**config.mk**
```make
export PLATFORM = sky130hd
export DESIGN_NAME = nbpe_front
export DESIGN_NICKNAME = d
export VERILOG_FILES = /design/src/rtl/nbpe_pkg.sv /design/src/rtl/nbpe_front.sv
export SDC_FILE = /design/constraint.sdc
export NUM_CORES = 2
export LEC_CHECK = 0
export BUFFER_PORTS_ARGS = -buffer_cell sky130_fd_sc_hd__buf_4
export CAP_MARGIN = 10
export CORE_MARGIN = 2
export CORE_UTILIZATION = 40
export CTS_BUF_LIST = sky130_fd_sc_hd__clkbuf_16
export DETAILED_ROUTE_END_ITERATION = 8
export HOLD_SLACK_MARGIN = 0.02
export PLACE_DENSITY = 0.59
export SYNTH_ARGS = -nofsm -noshare
export SYNTH_HDL_FRONTEND = slang
export SYNTH_SLANG_ARGS = --single-unit
```
**constraint.sdc**
```tcl
create_clock -name clk -period 12.95 [get_ports clk]
set_input_delay 1.295 -clock clk [delete_from_list [all_inputs] [get_ports clk]]
set_output_delay 1.295 -clock clk [all_outputs]
set_load 0.02 [all_outputs]
```
**src/rtl/nbpe_pkg.sv**
```systemverilog
package nbpe_pkg;

  // Input transaction payload
  typedef struct packed {
    logic signed [31:0] x_first;
    logic signed [31:0] y_first;
    logic signed [31:0] z_first;
    logic signed [31:0] x_second;
    logic signed [31:0] y_second;
    logic signed [31:0] z_second;
    logic [47:0]        lj_repulsive;
    logic [39:0]        lj_attractive;
    logic signed [23:0] charge_first;
    logic signed [23:0] charge_second;
    logic               pair_excluded;
    logic               last_pair;
  } pair_in_t;

  // Output transaction payload
  typedef struct packed {
    logic signed [63:0] vdw_energy;
    logic signed [63:0] elec_energy;
    logic               saturated;
  } result_t;

  // Pre-classified pair handed from front to back
  typedef struct packed {
    logic [31:0] dx;
    logic [31:0] dy;
    logic [31:0] dz;
    logic [47:0] lj_a;
    logic [39:0] lj_b;
    logic [46:0] qq_mag;
    logic        qq_neg;
    logic        excluded;
    logic        last;
  } pair_job_t;

  typedef struct packed {
    logic      valid;
    pair_job_t job;
  } job_push_t;

  localparam int QDEPTH = 2;
  localparam int QCNT_W = $clog2(QDEPTH + 1);

  typedef struct packed {
    logic              valid;
    logic              full;
    logic [QCNT_W-1:0] count;
  } queue_stat_t;

  // Shared multiply unit request and response
  typedef struct packed {
    logic        start;
    logic [63:0] a;
    logic [63:0] b;
    logic [5:0]  shift;
    logic [63:0] cap;
  } mul_req_t;

  typedef struct packed {
    logic        done;
    logic [63:0] res;
    logic        ovf;
  } mul_rsp_t;

  localparam logic [5:0] SH_8  = 6'd8;
  localparam logic [5:0] SH_16 = 6'd16;
  localparam logic [5:0] SH_24 = 6'd24;
  localparam logic [5:0] SH_32 = 6'd32;
  localparam logic [5:0] SH_48 = 6'd48;

  localparam logic [31:0] COULOMB_RESET    = 32'd21761373;
  localparam int          ENERGY_WIDTH_DEF = 64;

endpackage

```
**src/rtl/nbpe_front.sv**
```systemverilog
module nbpe_front import nbpe_pkg::*; (
  input  logic        clk,
  input  logic        rst,
  input  logic        in_valid,
  output logic        in_stall,
  input  pair_in_t    in_data,
  input  queue_stat_t q_stat,
  output job_push_t   push
);

  logic               held;
  pair_job_t          job;
  pair_job_t          job_next;
  logic               take;
  logic signed [32:0] dx;
  logic signed [32:0] dy;
  logic signed [32:0] dz;
  logic signed [47:0] qq;

  assign in_stall = held && q_stat.full;
  assign take     = in_valid && !in_stall;

  // Classify the pair: axis distances and charge product
  always_comb begin
    dx = 33'(in_data.x_first) - 33'(in_data.x_second);
    dy = 33'(in_data.y_first) - 33'(in_data.y_second);
    dz = 33'(in_data.z_first) - 33'(in_data.z_second);
    qq = 48'(in_data.charge_first) * 48'(in_data.charge_second);
    job_next.dx       = dx[32] ? 32'(-dx) : 32'(dx);
    job_next.dy       = dy[32] ? 32'(-dy) : 32'(dy);
    job_next.dz       = dz[32] ? 32'(-dz) : 32'(dz);
    job_next.lj_a     = in_data.lj_repulsive;
    job_next.lj_b     = in_data.lj_attractive;
    job_next.qq_mag   = qq[47] ? 47'(-qq) : 47'(qq);
    job_next.qq_neg   = qq[47];
    job_next.excluded = in_data.pair_excluded;
    job_next.last     = in_data.last_pair;
  end

  // Hold one classified pair until the queue takes it
  always_ff @(posedge clk) begin
    if (rst) begin
      held <= 1'b0;
    end else if (take) begin
      held <= 1'b1;
    end else if (!q_stat.full) begin
      held <= 1'b0;
    end
  end

  always_ff @(posedge clk) begin
    if (take) begin
      job <= job_next;
    end
  end

  assign push.valid = held;
  assign push.job   = job;

endmodule

```
==> impl_results.md <==
* Status: finished, final reports clean
* Commonest non-fill, non-tap cells in the layout: 739 x inv_1, 610 x fa_1, 575 x buf_4, 432 x nand2_1, 269 x and2_1
* Fin Clk Skew at 42.21 ps
* Total congestion overflow at 0
* Final Max Tran Viols at 0
* Syn Nets at 5090
* Worst Path Required at 13290 ps
* Core outline area at 92910 µm²
* Setup violators final at 0
* H-tree Lvls at 1
* CP arrival at 10330 ps
* Synthesized instance count at 3909
* RSZ-0062 raised after global routing: false
* Syn avg cell area at 9.547 µm²
* Clock root cell: clkbuf_16
* WL/cell at 19.94 µm
* Placed Cells incl. Taps at 5592
* CTS max path bufs at 3
* Reg2reg path depth at 4
* Most common cell after layout, fill and taps aside: inv_1
* Pre-antenna DRT Iters at 6
* Clock Latency Late Sink at 620 ps
* DRC viols at 0
* Hold Path Depth at 3
* Area growth syn-to-layout at 16.86%
* Die X at 309.4 µm
* Routed vias at 29210
* Top cell type by total area after synthesis: fa_1
* Fin crit period at 9995 ps
* Critical Path End: push[4]
* Post-CTS sizing at 0
* Largest family of logic cells by synthesized area: adder cells
* Synth Area in Compound Gates at 10.01%
* Area contributors post-synth: fa_1 33%, edfxtp_1 19%, ha_1 7.8%, inv_1 7.4%, and2_1 4.5%
* TritonCTS clock tree: built
* Synth async-reset ratio at 0%
* Slew @ Worst Pin at 1018 ps
* Startpoint Class: input port
* Critical Path End Type: flop
* Post-Synth Adder-Cell Area at 40.57%
* Period utilization at 77.18%
* Initial antenna violation count at 8
* Clock slew at reported path FFs at 60 ps
* CTS Hold Buffers Added at 0
* Setup CP Type: in -> reg
* Setup Fix Bufs, Post-CTS at 0
* Most used DFF post-synth: edfxtp_1
* CP max stage cell: inv_1
* Syn. warnings at 0
* Yosys reg bits at 235
* DP Wirelength at 93210 µm
* Global placement routability congestion at 0.9124
* Post-synthesis xor/xnor area fraction at 5.961%
* Port Buffer Count at 569
* Top cell type's share of synthesized area at 32.72%
* Placed inst area at 42620 µm²
* Die Ht at 309.4 µm
* Netlist cell types at 95
* RR Endpoint: push[207]
* Hold WS at 682.9 ps
* Post-synthesis mux area share at 0.4225%
* Reg2Reg Launch Point: held
* Vias in the first global route at 30260
* Final instance area at 43610 µm²
* Final hold vios at 0
* Worst setup startpoint: in_data[42]
* R2R Setup Slk at 10040 ps
* I/O pin total at 573
* Largest stage delay, worst path at 610 ps
* Die area at 95760 µm²
* Num rows at 112
* Register area share after synthesis at 18.88%
* Via-to-Cell Ratio at 5.166
* Slew HR at 32.13%
* FMAX at 100.0 MHz
* # Max-Cap Violations at 0
* Num CTS Buffers at 29
* Ratio of cells with drive above 1 in the final layout at 15.44%
* Starting DRT DRC Count at 1685
* Starting Density at 40.17%
* Non-filler instance count after layout at 5654
* Gr usage total at 23.64%
* First-pass GRT wire length at 173800 µm
* Clk sinks at 235
* Fin Setup TNS at 0 ps
* EDFF count, synth at 234
* Antenna-violating nets left at 0
* Final wirelength at 112800 µm
* Crit-path max FO at 26
* Hold WC Path Type: reg -> reg
* Mapped Area at 37320 µm²
* Fin nets at 5550
* FILL cells at 8974
* Post-synthesis simple-gate area fraction at 15.12%
* Largest net degree at the start of global routing at 166
==> per-layer routing <==
| metal | up-vias | global-route usage, % | share of wire (%) |
|---|---|---|---|
| li1 | 13460 | - | - |
| met1 | 14750 | 27.77 | 38 |
| met2 | 818 | 44.05 | 53 |
| met3 | 179 | 2.657 | 5.2 |
| met4 | 2 | 8.817 | 4.3 |
| met5 | - | 0 | 0.0062 |
==> logic make-up (layout without fill, tap and decap cells) <==
kind of cell             after synthesis  count (layout)
other                                  0               8
flip-flops                           235             235
buffers and inverters                879            1362
multiplexers                          15              15
AO/OA/AOI/OAI                        561             561
AND/OR/NAND/NOR                     1121            1121
XOR/XNOR                             254             254
adder cells (fa/ha/maj)              844             844
==> worst max-delay path, delay by kind of cell <==
| kind | cells | cell delay (ps) |
|---|---|---|
| adders and majority gates | 8 | 3970 |
| AOI/OAI and AO/OA | 6 | 2190 |
| buffers and inverters | 8 | 1120 |
| and+or+nand+nor | 3 | 990 |
| muxes | 2 | 690 |
==> worst min path at each step <==
stage / slack, ps / end / from
after floorplan: 690 / held / held
after global placement: 670 / held / held
after detailed placement: 670 / held / held
after CTS: 680 / held / held
after global routing: 720 / held / held
final: 680 / held / held
==> cell type report <==
cell class,count,area (µm²),area share [%]
well taps,1254,1569,3.598
multi-input cells,2795,26920,61.73
clock inverters,25,246.5,0.5652
diodes,8,20.02,0.04590
inverters,732,2748,6.300
flip-flops and latches,235,7047,16.16
clock buffers,29,725.7,1.664
repair buffers,576,4337,9.944
==> sequential cells by signal, indices dropped and copies added, names as in the netlist <==
register and cells:
held 1, push 234
==> cell usage after synthesis, types with 6 or more instances <==
master	count
edfxtp_1	234
a21oi_1	173
and4_1	7
mux2i_1	9
a211o_1	6
a31oi_1	35
a2111oi_0	6
o21ai_1	9
xnor2_1	148
o31a_1	7
nor4_1	17
a41oi_1	6
ha_1	234
inv_1	732
and2_1	269
nor2_1	151
o21ai_0	91
and3_1	23
nand4_1	24
nand2_1	432
or2_2	9
xor2_1	106
clkbuf_1	116
o21bai_1	9
nor3_1	40
fa_1	610
nand2b_1	34
o31ai_1	14
mux2_2	6
buf_2	23
or3_1	17
o21a_1	23
a311oi_1	10
a21o_1	51
a221oi_1	7
o211ai_1	22
a211oi_1	20
nor2b_1	23
nor4b_1	6
nand3_1	32
==> through the flow <==
stage	setup slack (ps)	util [%]
floorplan	331.8	-
global placement	2405	45.87
detailed placement	2365	45.87
CTS	2953	46.92
global route	2380	46.93
finish	2955	46.94
Power is not shown: default switching activity piles up to over one toggle a cycle in this logic, so the estimate is an artifact.
