--- src/rtl/nbpe_pkg.sv ---
package nbpe_pkg;

  // Input transaction payload
  typedef struct packed {
    logic signed [31:0] x_first;
    logic signed [31:0] y_first;
    logic signed [31:0] z_first;
    logic signed [31:0] x_second;
    logic signed [31:0] y_second;
    logic signed [31:0] z_second;
    logic [47:0]        lj_repulsive;
    logic [39:0]        lj_attractive;
    logic signed [23:0] charge_first;
    logic signed [23:0] charge_second;
    logic               pair_excluded;
    logic               last_pair;
  } pair_in_t;

  // Output transaction payload
  typedef struct packed {
    logic signed [63:0] vdw_energy;
    logic signed [63:0] elec_energy;
    logic               saturated;
  } result_t;

  // Pre-classified pair handed from front to back
  typedef struct packed {
    logic [31:0] dx;
    logic [31:0] dy;
    logic [31:0] dz;
    logic [47:0] lj_a;
    logic [39:0] lj_b;
    logic [46:0] qq_mag;
    logic        qq_neg;
    logic        excluded;
    logic        last;
  } pair_job_t;

  typedef struct packed {
    logic      valid;
    pair_job_t job;
  } job_push_t;

  localparam int QDEPTH = 2;
  localparam int QCNT_W = $clog2(QDEPTH + 1);

  typedef struct packed {
    logic              valid;
    logic              full;
    logic [QCNT_W-1:0] count;
  } queue_stat_t;

  // Shared multiply unit request and response
  typedef struct packed {
    logic        start;
    logic [63:0] a;
    logic [63:0] b;
    logic [5:0]  shift;
    logic [63:0] cap;
  } mul_req_t;

  typedef struct packed {
    logic        done;
    logic [63:0] res;
    logic        ovf;
  } mul_rsp_t;

  localparam logic [5:0] SH_8  = 6'd8;
  localparam logic [5:0] SH_16 = 6'd16;
  localparam logic [5:0] SH_24 = 6'd24;
  localparam logic [5:0] SH_32 = 6'd32;
  localparam logic [5:0] SH_48 = 6'd48;

  localparam logic [31:0] COULOMB_RESET    = 32'd21761373;
  localparam int          ENERGY_WIDTH_DEF = 64;

endpackage

--- src/rtl/nbpe_queue.sv ---
module nbpe_queue import nbpe_pkg::*; (
  input  logic        clk,
  input  logic        rst,
  input  job_push_t   push,
  input  logic        pop,
  output queue_stat_t stat,
  output pair_job_t   head
);

  localparam int PW = (QDEPTH > 1) ? $clog2(QDEPTH) : 1;

  pair_job_t         slots [QDEPTH];
  logic [PW-1:0]     wr_ptr;
  logic [PW-1:0]     rd_ptr;
  logic [QCNT_W-1:0] count;
  logic              wr;
  logic              rd;

  assign stat.count = count;
  assign stat.valid = count != '0;
  assign stat.full  = count == QCNT_W'(QDEPTH);
  assign wr         = push.valid && !stat.full;
  assign rd         = pop && stat.valid;
  assign head       = slots[rd_ptr];

  // Advance pointers and occupancy
  always_ff @(posedge clk) begin
    if (rst) begin
      wr_ptr <= '0;
      rd_ptr <= '0;
      count  <= '0;
    end else begin
      if (wr) begin
        wr_ptr <= (wr_ptr == PW'(QDEPTH - 1)) ? '0 : wr_ptr + PW'(1);
      end
      if (rd) begin
        rd_ptr <= (rd_ptr == PW'(QDEPTH - 1)) ? '0 : rd_ptr + PW'(1);
      end
      if (wr && !rd) begin
        count <= count + QCNT_W'(1);
      end else if (rd && !wr) begin
        count <= count - QCNT_W'(1);
      end
    end
  end

  always_ff @(posedge clk) begin
    if (wr) begin
      slots[wr_ptr] <= push.job;
    end
  end

endmodule

--- config.mk ---
export PLATFORM = sky130hd
export DESIGN_NAME = nbpe_queue
export DESIGN_NICKNAME = d
export VERILOG_FILES = /design/src/rtl/nbpe_pkg.sv /design/src/rtl/nbpe_queue.sv
export SDC_FILE = /design/constraint.sdc
export NUM_CORES = 1
export LEC_CHECK = 0
export BUFFER_PORTS_ARGS = -buffer_cell sky130_fd_sc_hd__buf_2
export CAP_MARGIN = 20
export CORE_ASPECT_RATIO = 0.6
export CORE_MARGIN = 1.5
export CORE_UTILIZATION = 47
export CTS_CLUSTER_SIZE = 12
export DETAILED_ROUTE_END_ITERATION = 10
export PLACE_DENSITY = 0.75
export SETUP_SLACK_MARGIN = 0.15
export SLEW_MARGIN = 30
export SYNTH_ARGS = -nofsm -noshare
export SYNTH_HDL_FRONTEND = slang
export SYNTH_SLANG_ARGS = --single-unit
--- constraint.sdc ---
create_clock -name clk -period 6.4 [get_ports clk]
set_input_delay 0.64 -clock clk [delete_from_list [all_inputs] [get_ports clk]]
set_output_delay 0.64 -clock clk [all_outputs]
set_load 0.02 [all_outputs]
==> flow_summary_export.csv <==
group,metric,value,unit
placement,dpl.hpwl,24300,um
synth,synth.top_cell.area_share,79.1,%
synth,yosysSeqAreaShare,79.7,%
cts,ctsResizeCount,0,
synth,synth_cells,753,
sta,timing.fmax,293,MHz
global_route,overflow,0,
routing,routed_wl,36300,um
global_route,grt_pass1_vias,8963,
floorplanning,start_util,48.3,%
synth,synth_adder_area_share,0.0705,%
setup_path,cp-start-kind,"flop",
setup_path,slowest_stage,"dfxtp_4",
sta,tightest_slew,936,ps
placement,gp_congestion,0.775,
power,vdd_drop_max,0.365,mV
sta,fin_hold_ws,277,ps
floorplanning,dieArea,39000,um^2
global_route,globalRouteTotalUtil,17.9,%
setup_path,cp_max_fo,50,
cts,cts_sinks,473,
sta,hold_violations,0,
sta,max_slew_margin,37.6,%
power,power_frac_clock,27.3,%
routing,routed.top_layer,"met5",
power,switching_share,29.6,%
power,powerDensity,419,nW/um^2
power,total_power,9.22,mW
status,status,"finished, final reports clean",
setup_path,crit_buf_inv,2,
finish,regArea,14200,um^2
power,switchingPower,2.73,mW
synth,synth-xor-area-share,0.148,%
job,cap_violations,0,
sta,finalSetupViolations,0,
setup_path,worstPathArrival,2780,ps
finish,stdcell_area,22000,um^2
sta,finalCritPeriodShare,53.4,%
cts,clock_path_buffers,3,
synth,synthSimpleGateAreaFrac,0.261,%
floorplanning,core,36800,um^2
cts,post-cts-setup-buffer-count,0,
sta,drv_slew,0,
synth,synth_top_family_by_area,"multiplexers",
min_path,hp-class,"primary input to flop",
floorplanning,io_pins,476,
sta,clock_skew,15.7,ps
routing,route.met2.wl,18000,um
synth,ys_warn_count,0,
cts,ctsHoldBuffers,0,
cts,cts-htree-levels,2,
finish,finish.net_count,1496,
routing,route.met3.wl,2750,um
placement,numPortBuffers,475,
power,p_comb_share,28.7,%
cts,numCtsBuffers,46,
setup_path,end_kind,"output pin",
cts,cts.reportedPaths.clkPinSlew,60,ps
finish,nFillCells,2748,
floorplanning,die_y,154,um
setup_path,regToRegSetupSlack,3560,ps
routing,avgRoutedWirePerCell,20.2,um
setup_path,cp_cell_sequence,"buf_4 > mux2_2 > buf_2",
placement,place_area,20600,um^2
power,seq_power_share,44.0,%
routing,wl_met1,14700,um
setup_path,path_class,"flop to output pin",
synth,synth_area_leaders,"edfxtp_1 79%, mux2_4 14%, mux2_2 4.7%",
floorplanning,rows,54,
cts,insertion_delay,550,ps
setup_path,crit_family,"flip-flops",
synth,ys_ff_latch,473,
floorplanning,die-width,254,um
sta,timing.final.crit_period,3420,ps
routing,vias,8795,
sta,rsz0062_at_grt,"no",
setup_path,cpPeakStageDelay,930,ps
global_route,antenna_found_initial,10,
global_route,grt_pass1_wl,52500,um
finish,synthToLayoutAreaGrowth,24.0,%
synth,muxShareOfSynthArea,18.2,%
synth,synth_nets,992,
finish,multi_input_comb_area,3350,um^2
routing,routed_via_density,4.91,
synth,yosysTopAreaCell,"edfxtp_1",
finish,drive_above_1_share,60.2,%
routing,drc,0,
synth,synth_cell_types,16,
routing,drt_iter0_drc,513,
routing,dr.pass1.iters,4,
synth,synth.avg_cell_area,23.6,um^2
synth,synth_compound_area_share,0.141,%
cts,clock-root-buffer,"clkbuf_16",
global_route,grt_max_degree,124,
cts,cts_tree,"built",
finish,final_util,59.9,%
power,power_leakage,8.47,nW
synth,synth_area,17800,um^2
sta,finalSetupTns,0,ps
setup_path,critical_path_required,5760,ps
routing,final_antenna_net_count,0,
power,internal_power,6.49,mW
[routing by layer]
layer | GRT usage (%) | up-vias
met5 | 0 | -
met1 | 22.2 | 4379
li1 | - | 4013
met2 | 30.3 | 336
met3 | 5.33 | 63
met4 | 5.44 | 4
[final timing paths]
kind | from | end | cells past startpoint
worst max-delay path | flop | head[211] | 3
worst min-delay path | push[22] | slots[1][22]$_DFFE_PP_ | 1
worst max register to register | count[0]$_SDFFE_PP0P_ | slots[0][90]$_DFFE_PP_ | 4
worst min register to register | wr_ptr$_SDFFE_PP0N_ | wr_ptr$_SDFFE_PP0N_ | 2
[per-stage QoR]
step / std cells / setup WS [ps]
2_1_floorplan: 753 / 216
3_3_place_gp: 1713 / 3470
3_5_place_dp: 1713 / 3460
4_1_cts: 1786 / 2920
5_1_grt: 1790 / 2820
6_report: 1793 / 2980
[logic make-up (layout without fill, tap and decap cells)]
family,after synthesis,in the layout
DFF,473,473
muxes,234,234
buffers and inverters,28,557
and+or+nand+nor,9,9
AOI/OAI and AO/OA,5,5
xor gates and xnor gates,3,3
adders and majority gates,1,1
other,0,7
[synth_stat cells, drive strengths merged]
master	number
nor2	4
dfxtp	5
or2	1
buf	26
nor2b	1
edfxtp	468
xor2	3
o21ai	3
a21oi	2
or3	2
and2	1
inv	2
ha	1
mux2	234
[area by class of cell]
cell class	instances	area share, %
Sequential cell	473	64.3
Multi-Input combinational cell	252	15.2
Timing Repair Buffer	482	11.3
Clock buffer	67	5.88
Tap cell	504	2.86
Clock inverter	6	0.347
Antenna cell	7	0.0796
Inverter	2	0.0682
[sequential cells by signal, indices dropped and copies added, names as in the netlist, named ones only]
name,count
slots,468
count,2
rd_ptr,1
wr_ptr,1
[cells in the final DEF, fill, tap and decap left out]
cell / count
dfxtp_1: 4
or2_2: 1
buf_12: 4
ha_1: 1
diode_2: 7
bufinv_16: 2
nor2_1: 4
clkinv_2: 1
edfxtp_1: 468
mux2_2: 74
clkbuf_1: 18
xor2_1: 3
buf_2: 475
o21ai_0: 3
dfxtp_4: 1
a21oi_1: 2
clkbuf_16: 49
nor2b_1: 1
and2_4: 1
clkinv_1: 3
inv_8: 1
mux2_4: 160
inv_1: 1
buf_4: 3
or3_1: 2
[power by group through the flow]
stage / registers, mW / logic (mW) / clock network [mW]
floorplan: 4.12 / 1.97 / 0
global placement: 4.10 / 2.65 / 0
detailed placement: 4.12 / 2.67 / 0
CTS: 4.06 / 2.68 / 2.60
global route: 4.09 / 2.78 / 2.70
finish: 4.05 / 2.64 / 2.52
No activity file was read; power rests on OpenSTA's default activity.
